==> src/tss_pkg.sv <==
// shared types and constants for the text substring search unit
// no dependencies; imported by every module of the block
package tss_pkg;

   localparam int unsigned MAX_PATTERN_DEF = 32;
   localparam int unsigned MAX_TEXT_DEF = 65536;

   localparam int unsigned LEN_W = 6;
   localparam int unsigned CURSOR_W = 16;
   localparam int unsigned CSR_INDEX_W = 3;
   localparam int unsigned CSR_DATA_W = 64;

   // register map
   localparam logic [CSR_INDEX_W-1:0] CSR_PATTERN_LO = 3'd0;
   localparam logic [CSR_INDEX_W-1:0] CSR_PATTERN_MID_LO = 3'd1;
   localparam logic [CSR_INDEX_W-1:0] CSR_PATTERN_MID_HI = 3'd2;
   localparam logic [CSR_INDEX_W-1:0] CSR_PATTERN_HI = 3'd3;
   localparam logic [CSR_INDEX_W-1:0] CSR_PATTERN_LENGTH = 3'd4;
   localparam logic [CSR_INDEX_W-1:0] CSR_IGNORE_CASE = 3'd5;
   localparam logic [CSR_INDEX_W-1:0] CSR_SEARCH_BACKWARD = 3'd6;
   localparam logic [CSR_INDEX_W-1:0] CSR_CURSOR_POSITION = 3'd7;

   // ascii bounds for case folding
   localparam logic [7:0] ASCII_UPPER_A = 8'h41;
   localparam logic [7:0] ASCII_UPPER_Z = 8'h5A;
   localparam logic [7:0] ASCII_LOWER_A = 8'h61;

   typedef struct packed {
      logic [7:0] text_byte;
      logic       last_byte;
   } req_type;

   typedef struct packed {
      logic                found;
      logic [CURSOR_W-1:0] match_start;
   } rsp_type;

   // control shared by every cell of the window row
   typedef struct packed {
      logic             shift;
      logic             ignore_case;
      logic [LEN_W-1:0] pattern_length;
   } cell_ctrl_type;

endpackage

==> src/text_substring_search_unit.sv <==
// top level of the streaming substring search unit
// depends on tss_pkg and tss_cell
//
// Text bytes enter one per clock on the request channel, oldest first, and
// march down a row of MAX_PATTERN cells. Each cell compares the byte it takes
// in against the pattern byte that lines up with it, so the full window check
// is ready in the cycle after a byte is accepted. The sustained rate is one
// text byte per clock while the input is not stalled. The single response of
// a text (found flag and start index) shows up on rsp after the request
// carrying last_byte has passed the cell row and then the output register.
// The input stalls only when a last byte sits at the compare stage while the
// previous response is still held by a stalled rsp channel. Register writes
// land in the next cycle, csr_ready is always high; write them between texts.
module text_substring_search_unit #(
   parameter int unsigned MAX_PATTERN = tss_pkg::MAX_PATTERN_DEF,
   parameter int unsigned MAX_TEXT = tss_pkg::MAX_TEXT_DEF
) (
   input  logic                   clock,
   input  logic                   reset,
   input  logic                   req_valid,
   output logic                   req_stall,
   input  tss_pkg::req_type       req_data,
   output logic                   rsp_valid,
   input  logic                   rsp_stall,
   output tss_pkg::rsp_type       rsp_data,
   input  logic                   csr_valid,
   output logic                   csr_ready,
   input  logic [tss_pkg::CSR_INDEX_W-1:0] csr_index,
   input  logic [tss_pkg::CSR_DATA_W-1:0]  csr_data
);
   import tss_pkg::*;

   // byte index saturates at MAX_TEXT + MAX_PATTERN
   localparam int unsigned IDX_LIMIT = MAX_TEXT + MAX_PATTERN;
   localparam int unsigned IDX_W = $clog2(IDX_LIMIT + 1);
   localparam int unsigned CALC_W = (IDX_W + 1 > CURSOR_W) ? IDX_W + 1 : CURSOR_W;
   // starts at or above this are out of range
   localparam int unsigned START_LIMIT = (MAX_TEXT < 65536) ? MAX_TEXT : 65536;

   // configuration registers
   logic [CSR_DATA_W-1:0] pat_lo_ff, pat_lo_in;
   logic [CSR_DATA_W-1:0] pat_mlo_ff, pat_mlo_in;
   logic [CSR_DATA_W-1:0] pat_mhi_ff, pat_mhi_in;
   logic [CSR_DATA_W-1:0] pat_hi_ff, pat_hi_in;
   logic [LEN_W-1:0]      len_ff, len_in;
   logic                  icase_ff, icase_in;
   logic                  backward_ff, backward_in;
   logic [CURSOR_W-1:0]   cursor_ff, cursor_in;

   // per-text state
   logic [IDX_W-1:0]      byte_index_ff, byte_index_in;
   logic                  have_ff, have_in;
   logic [CURSOR_W-1:0]   best_ff, best_in;

   // compare stage bookkeeping, aligned with the cell row
   logic                  s1_valid_ff, s1_valid_in;
   logic                  s1_last_ff, s1_last_in;
   logic                  s1_cand_ff, s1_cand_in;
   logic [CURSOR_W-1:0]   s1_start_ff, s1_start_in;

   // output register
   logic                  rsp_valid_ff, rsp_valid_in;
   rsp_type               rsp_data_ff, rsp_data_in;

   logic                  out_free;
   logic                  s1_block;
   logic                  accept;
   logic                  retire;
   logic                  hit;
   logic                  len_ok;
   logic                  in_range;
   logic                  reach_ok;
   logic                  start_ok;
   logic [CALC_W-1:0]     next_ext;
   logic [CALC_W-1:0]     len_ext;
   logic [CALC_W-1:0]     start_ext;
   logic                  found_nx;
   logic [CURSOR_W-1:0]   best_nx;

   logic [4*CSR_DATA_W-1:0] pattern_all;
   cell_ctrl_type           cell_ctrl;
   logic [7:0]              chain [MAX_PATTERN+1];
   logic [MAX_PATTERN-1:0]  cell_hit;

   assign csr_ready = 1'b1;

   // ---------------------------------------------------------------------
   // register writes
   // ---------------------------------------------------------------------
   always_comb begin
      pat_lo_in = pat_lo_ff;
      pat_mlo_in = pat_mlo_ff;
      pat_mhi_in = pat_mhi_ff;
      pat_hi_in = pat_hi_ff;
      len_in = len_ff;
      icase_in = icase_ff;
      backward_in = backward_ff;
      cursor_in = cursor_ff;
      if (csr_valid) begin
         unique case (csr_index)
            CSR_PATTERN_LO:      pat_lo_in = csr_data;
            CSR_PATTERN_MID_LO:  pat_mlo_in = csr_data;
            CSR_PATTERN_MID_HI:  pat_mhi_in = csr_data;
            CSR_PATTERN_HI:      pat_hi_in = csr_data;
            CSR_PATTERN_LENGTH:  len_in = csr_data[LEN_W-1:0];
            CSR_IGNORE_CASE:     icase_in = csr_data[0];
            CSR_SEARCH_BACKWARD: backward_in = csr_data[0];
            CSR_CURSOR_POSITION: cursor_in = csr_data[CURSOR_W-1:0];
         endcase
      end
   end

   // ---------------------------------------------------------------------
   // flow control: only a last byte waiting on a full output holds things
   // ---------------------------------------------------------------------
   always_comb begin
      out_free = !rsp_valid_ff || !rsp_stall;
      s1_block = s1_valid_ff && s1_last_ff && !out_free;
      accept = req_valid && !s1_block;
      retire = s1_valid_ff && !s1_block;
   end

   assign req_stall = s1_block;

   // ---------------------------------------------------------------------
   // window cell row: cell w holds the byte w positions back
   // ---------------------------------------------------------------------
   assign pattern_all = {pat_hi_ff, pat_mhi_ff, pat_mlo_ff, pat_lo_ff};
   assign chain[0] = req_data.text_byte;

   always_comb begin
      cell_ctrl.shift = accept;
      cell_ctrl.ignore_case = icase_ff;
      cell_ctrl.pattern_length = len_ff;
   end

   for (genvar w = 0; w < MAX_PATTERN; w++) begin : g_cell
      tss_cell #(
         .CELL_INDEX  (w),
         .MAX_PATTERN (MAX_PATTERN)
      ) u_cell (
         .clock         (clock),
         .ctrl          (cell_ctrl),
         .pattern_bytes (pattern_all[MAX_PATTERN*8-1:0]),
         .shift_in      (chain[w]),
         .shift_out     (chain[w+1]),
         .match_out     (cell_hit[w])
      );
   end

   // ---------------------------------------------------------------------
   // position checks for the byte being accepted
   // ---------------------------------------------------------------------
   always_comb begin
      len_ok = (len_ff != '0) && (len_ff <= LEN_W'(MAX_PATTERN));
      in_range = byte_index_ff < IDX_W'(IDX_LIMIT);
      next_ext = CALC_W'(byte_index_ff) + CALC_W'(1);
      len_ext = CALC_W'(len_ff);
      // match must lie wholly inside the text
      reach_ok = next_ext >= len_ext;
      start_ext = next_ext - len_ext;
      start_ok = start_ext < CALC_W'(START_LIMIT);

      s1_valid_in = s1_block ? s1_valid_ff : accept;
      s1_last_in = s1_block ? s1_last_ff : req_data.last_byte;
      s1_cand_in = s1_block ? s1_cand_ff : (in_range && reach_ok && len_ok && start_ok);
      s1_start_in = s1_block ? s1_start_ff : start_ext[CURSOR_W-1:0];

      byte_index_in = byte_index_ff;
      if (accept) begin
         if (req_data.last_byte) begin
            byte_index_in = '0;
         end else if (in_range) begin
            byte_index_in = byte_index_ff + IDX_W'(1);
         end
      end
   end

   // ---------------------------------------------------------------------
   // match selection and response
   // ---------------------------------------------------------------------
   always_comb begin
      hit = s1_cand_ff && (&cell_hit);
      found_nx = have_ff;
      best_nx = best_ff;
      if (hit) begin
         if (!backward_ff) begin
            // forward keeps the first match at or after the cursor
            if (!have_ff && s1_start_ff >= cursor_ff) begin
               found_nx = 1'b1;
               best_nx = s1_start_ff;
            end
         end else if (s1_start_ff < cursor_ff) begin
            // backward keeps the latest match before the cursor
            found_nx = 1'b1;
            best_nx = s1_start_ff;
         end
      end

      have_in = have_ff;
      best_in = best_ff;
      rsp_valid_in = rsp_valid_ff && rsp_stall;
      rsp_data_in = rsp_data_ff;
      if (retire) begin
         if (s1_last_ff) begin
            have_in = 1'b0;
            best_in = '0;
            rsp_valid_in = 1'b1;
            rsp_data_in.found = found_nx;
            rsp_data_in.match_start = found_nx ? best_nx : '0;
         end else begin
            have_in = found_nx;
            best_in = best_nx;
         end
      end
   end

   assign rsp_valid = rsp_valid_ff;
   assign rsp_data = rsp_data_ff;

   // ---------------------------------------------------------------------
   // registers
   // ---------------------------------------------------------------------
   always_ff @(posedge clock) begin
      if (reset) begin
         pat_lo_ff <= '0;
         pat_mlo_ff <= '0;
         pat_mhi_ff <= '0;
         pat_hi_ff <= '0;
         len_ff <= '0;
         icase_ff <= 1'b0;
         backward_ff <= 1'b0;
         cursor_ff <= '0;
         byte_index_ff <= '0;
         have_ff <= 1'b0;
         best_ff <= '0;
         s1_valid_ff <= 1'b0;
         rsp_valid_ff <= 1'b0;
      end else begin
         pat_lo_ff <= pat_lo_in;
         pat_mlo_ff <= pat_mlo_in;
         pat_mhi_ff <= pat_mhi_in;
         pat_hi_ff <= pat_hi_in;
         len_ff <= len_in;
         icase_ff <= icase_in;
         backward_ff <= backward_in;
         cursor_ff <= cursor_in;
         byte_index_ff <= byte_index_in;
         have_ff <= have_in;
         best_ff <= best_in;
         s1_valid_ff <= s1_valid_in;
         rsp_valid_ff <= rsp_valid_in;
      end
   end

   // payload registers
   always_ff @(posedge clock) begin
      s1_last_ff <= s1_last_in;
      s1_cand_ff <= s1_cand_in;
      s1_start_ff <= s1_start_in;
      rsp_data_ff <= rsp_data_in;
   end

endmodule

==> src/tss_cell.sv <==
// one window cell: holds one recent text byte and its compare result
// depends on tss_pkg
module tss_cell #(
   parameter int unsigned CELL_INDEX = 0,
   parameter int unsigned MAX_PATTERN = tss_pkg::MAX_PATTERN_DEF
) (
   input  logic                       clock,
   input  tss_pkg::cell_ctrl_type     ctrl,
   input  logic [MAX_PATTERN*8-1:0]   pattern_bytes,
   input  logic [7:0]                 shift_in,
   output logic [7:0]                 shift_out,
   output logic                       match_out
);
   import tss_pkg::*;

   localparam int unsigned SEL_W = (MAX_PATTERN > 1) ? $clog2(MAX_PATTERN) : 1;

   logic [7:0]       held_ff, held_in;
   logic             hit_ff, hit_in;
   logic             cmp_en;
   logic [LEN_W-1:0] sel_full;
   logic [SEL_W-1:0] sel;
   logic [7:0]       pat;

   function automatic logic [7:0] fold(input logic [7:0] c, input logic en);
      logic [7:0] r;
      r = c;
      if (en && c >= ASCII_UPPER_A && c <= ASCII_UPPER_Z) begin
         r = c + (ASCII_LOWER_A - ASCII_UPPER_A);
      end
      return r;
   endfunction

   // this cell lines up with pattern byte length-1-index
   always_comb begin
      cmp_en = LEN_W'(CELL_INDEX) < ctrl.pattern_length;
      sel_full = ctrl.pattern_length - LEN_W'(CELL_INDEX) - LEN_W'(1);
      sel = sel_full[SEL_W-1:0];
      pat = pattern_bytes[sel*8 +: 8];
      held_in = ctrl.shift ? shift_in : held_ff;
      hit_in = ctrl.shift
         ? (!cmp_en || fold(shift_in, ctrl.ignore_case) == fold(pat, ctrl.ignore_case))
         : hit_ff;
   end

   always_ff @(posedge clock) begin
      held_ff <= held_in;
      hit_ff <= hit_in;
   end

   assign shift_out = held_ff;
   assign match_out = hit_ff;

endmodule

==> config.mk <==
export PLATFORM = sky130hd
export DESIGN_NAME = text_substring_search_unit
export DESIGN_NICKNAME = d
export VERILOG_FILES = /design/src/tss_pkg.sv /design/src/text_substring_search_unit.sv /design/src/tss_cell.sv
export SDC_FILE = /design/constraint.sdc
export NUM_CORES = 2
export LEC_CHECK = 0
export BUFFER_PORTS_ARGS = -buffer_cell sky130_fd_sc_hd__buf_2
export CAP_MARGIN = 10
export CORE_UTILIZATION = 45
export DETAILED_ROUTE_END_ITERATION = 8
export REMOVE_ABC_BUFFERS = 1
export SETUP_SLACK_MARGIN = 0.5
export SLEW_MARGIN = 20
export SYNTH_ARGS = -nofsm -noshare
export SYNTH_HDL_FRONTEND = slang
export SYNTH_SLANG_ARGS = --single-unit
==> constraint.sdc <==
create_clock -name clock -period 22.9 [get_ports clock]
set_clock_uncertainty 0.15 [all_clocks]
set_input_delay 4.58 -clock clock [delete_from_list [all_inputs] [get_ports clock]]
set_output_delay 4.58 -clock clock [all_outputs]
set_load 0.01 [all_outputs]
==> impl_metrics.json <==
{
  "outcome": "finished clean",
  "rr_endpoint": "g_cell[1].u_cell.match_out$_DFFE_PP_",
  "power_switching_mw": 0.886,
  "worst_slew_pin_slew_ns": 1.17,
  "synth_cell_type_count": 93,
  "slew-limit-headroom_pct": 19.7,
  "clkSinkCount": 631,
  "criticalPathCategory": "input pin to output port",
  "cp-start-kind": "input pin",
  "final_core_util_pct": 49.4,
  "fp.dieArea_mm2": 0.111,
  "viasPerCell": 6.58,
  "synth-edff-count": 315,
  "yosysTopAreaCellShare_pct": 20.7,
  "yosysTopAreaCell": "mux4_2",
  "power.share.combinational_pct": 14.8,
  "drive_gt1_share_pct": 18.6,
  "power.static_leakage_nw": 18.1,
  "post-route-period-util_pct": 44.1,
  "io_buffers": 99,
  "gp_congestion": 1.03,
  "grt_setup_unrepaired": "no",
  "htreeDepth": 3,
  "num_rows": 121,
  "max-clock-path-buffers": 3,
  "cts_buffers": 76,
  "setup_ws_ns": 12.80,
  "ys_ff_latch": 631,
  "setup_viol": 0,
  "min_period_ns": 10.10,
  "nNetsFinal": 5023,
  "yosysSeqAreaShare_pct": 32.0,
  "die_h_um": 333,
  "finalHoldViolCount": 0,
  "fin_area_mm2": 0.0538,
  "reg2reg_slack_ns": 15.40,
  "area_growth_pct": 9.03,
  "dpl_cell_area_mm2": 0.0511,
  "pin_count": 101,
  "cp_max_fo": 22,
  "p_int_mw": 2.18,
  "netlist_top_cells_count": "859 x nand2_1, 509 x a21oi_1, 454 x mux4_2",
  "cp.arrival_ns": 5.37,
  "core_mm2": 0.109,
  "syn-cell-area_mm2": 0.0493,
  "hold_path_class": "flip-flop to flip-flop",
  "synth-simple-area-share_pct": 13.5,
  "syn_avg_cell_area_um2": 10.1,
  "clockPowerShare_pct": 43.1,
  "cap_violations": 0,
  "end_kind": "output port",
  "power_density_mw_per_mm2": 57.0,
  "synthTopCellsByArea": "mux4_2 21%, edfxtp_1 19%, dfxtp_1 13%, mux2i_1 8.4%, nand2_1 6.5%",
  "setup_tns_ns": 0,
  "synth_xor_area_share_pct": 6.16,
  "synthArstFlopShare_pct": 0,
  "drcViolationCount": 0,
  "slew_violations": 0,
  "ys.flop_type": "dfxtp_1",
  "synth_compound_area_share_pct": 10.9,
  "synth_top_family_by_area": "multiplexers",
  "insertion_delay_ns": 0.69,
  "grt_max_degree": 165,
  "grt_overflow_total": 0,
  "synth.area.mux_share_pct": 31.0,
  "grt_antenna_before_repair": 5,
  "worstHoldStart": "cursor_ff[12]$_SDFFE_PP0P_",
  "netSwitchingFraction_pct": 28.9,
  "crit-reg2reg-launch": "len_ff[1]$_SDFFE_PP0P_",
  "cts_setup_buffers": 0,
  "min_to": "cursor_ff[12]$_SDFFE_PP0P_",
  "ys_warn_count": 0,
  "wl_mm": 185,
  "die_x_um": 333,
  "first_global_vias": 37750,
  "synth.most_common_cell": "nand2_1",
  "track_usage_pct": 32.7,
  "vdd_drop_max_mv": 0.0567,
  "num_vias": 41582,
  "final_antenna_net_count": 0,
  "wl_per_cell_um": 29.2,
  "post-dp-hpwl_mm": 141,
  "seqPwrFrac_pct": 42.1,
  "max_freq_mhz": 99.0,
  "cp.required_ns": 18.17,
  "cts_resized": 0,
  "dp_slack_ns": 12.79,
  "cts_tree": "built",
  "path_clk_slew_ns": 0.06,
  "min_path_cells": 2,
  "clock-root-buffer": "clkbuf_16",
  "post-place-cells": 6177,
  "synth-adder-area-share_pct": 2.58,
  "final_cells": 6319,
  "first_pass_iters": 6,
  "start_util_pct": 45.3,
  "postCtsHoldBufs": 0,
  "power_mw": 3.06,
  "synth_cells": 4884,
  "drtIter0Drc": 5290,
  "grt_first_pass_wirelength_mm": 264,
  "holdWs_ns": 0.305,
  "r2r_cells": 16
}
==> logic make-up (layout without fill, tap and decap cells) <==
family | count (synthesis) | after routing
multiplexers | 950 | 950
AND/OR/NAND/NOR | 1557 | 1557
flip-flops | 631 | 631
XOR/XNOR | 335 | 335
buffers and inverters | 402 | 421
other | 1 | 3
adder cells (fa/ha/maj) | 101 | 101
AO/OA/AOI/OAI | 907 | 907
==> area by class of cell <==
cell class,count,area [um2]
fillers,9984,55100
inverters,91,342
flip-flops and latches,631,15800
well taps,1414,1770
clock inverters,42,622
multi-input cells,3851,32000
repair buffers,190,1200
clock buffers,98,2070
diodes,2,5.00
==> metal layers <==
layer	track usage [%]	up-vias	wire length, um
li1	-	18332	-
met5	0.434	-	98
met3	9.65	344	21300
met1	43.2	20788	72500
met4	15.3	6	9790
met2	49.1	2112	81100
==> worst max-delay path: stages <==
cell and delay, ns:
buf_2 0.11, nand4_1 0.09, buf_4 0.29, inv_1 0.14
buf_2 0.16
==> placed cells by master (no fill, tap or decap), drive strengths merged, types with 82 or more instances in the layout <==
| master | count |
|---|---|
| inv | 98 |
| xor2 | 137 |
| mux2 | 82 |
| dfxtp | 316 |
| nor2 | 295 |
| xnor2 | 196 |
| ha | 100 |
| a21oi | 509 |
| mux2i | 414 |
| edfxtp | 315 |
| mux4 | 454 |
| clkbuf | 98 |
| nand2 | 859 |
| o21ai | 138 |
| buf | 190 |
| nor3 | 124 |
==> worst max path at each step <==
stage | start | end | slack (ns) | cells after the start
after floorplan | len_ff[0]$_SDFFE_PP0P_ | g_cell[20].u_cell.match_out$_DFFE_PP_ | -3.59 | 13
after global placement | rsp_stall | req_stall | 12.79 | 5
after detailed placement | rsp_stall | req_stall | 12.79 | 5
after CTS | rsp_stall | req_stall | 12.78 | 5
after global routing | rsp_stall | req_stall | 12.75 | 5
final | rsp_stall | req_stall | 12.80 | 5
==> power groups by stage <==
stage,logic [mW],registers [mW],clock network (mW)
2_1_floorplan,0.291,1.31,0
3_3_place_gp,0.434,1.31,0
4_1_cts,0.443,1.29,1.33
6_report,0.452,1.29,1.32
5_1_grt,0.480,1.29,1.38
3_5_place_dp,0.441,1.31,0
==> sequential cells by signal, indices dropped and copies added, names as in the netlist, 17 cells and up <==
name,cells
byte_index_ff,17
g_cell.u_cell.match_out,32
g_cell.u_cell.shift_out,248
pat_hi_ff,64
pat_lo_ff,64
pat_mhi_ff,64
pat_mlo_ff,64
rsp_data,17
No activity file was read; power rests on OpenSTA's default activity.
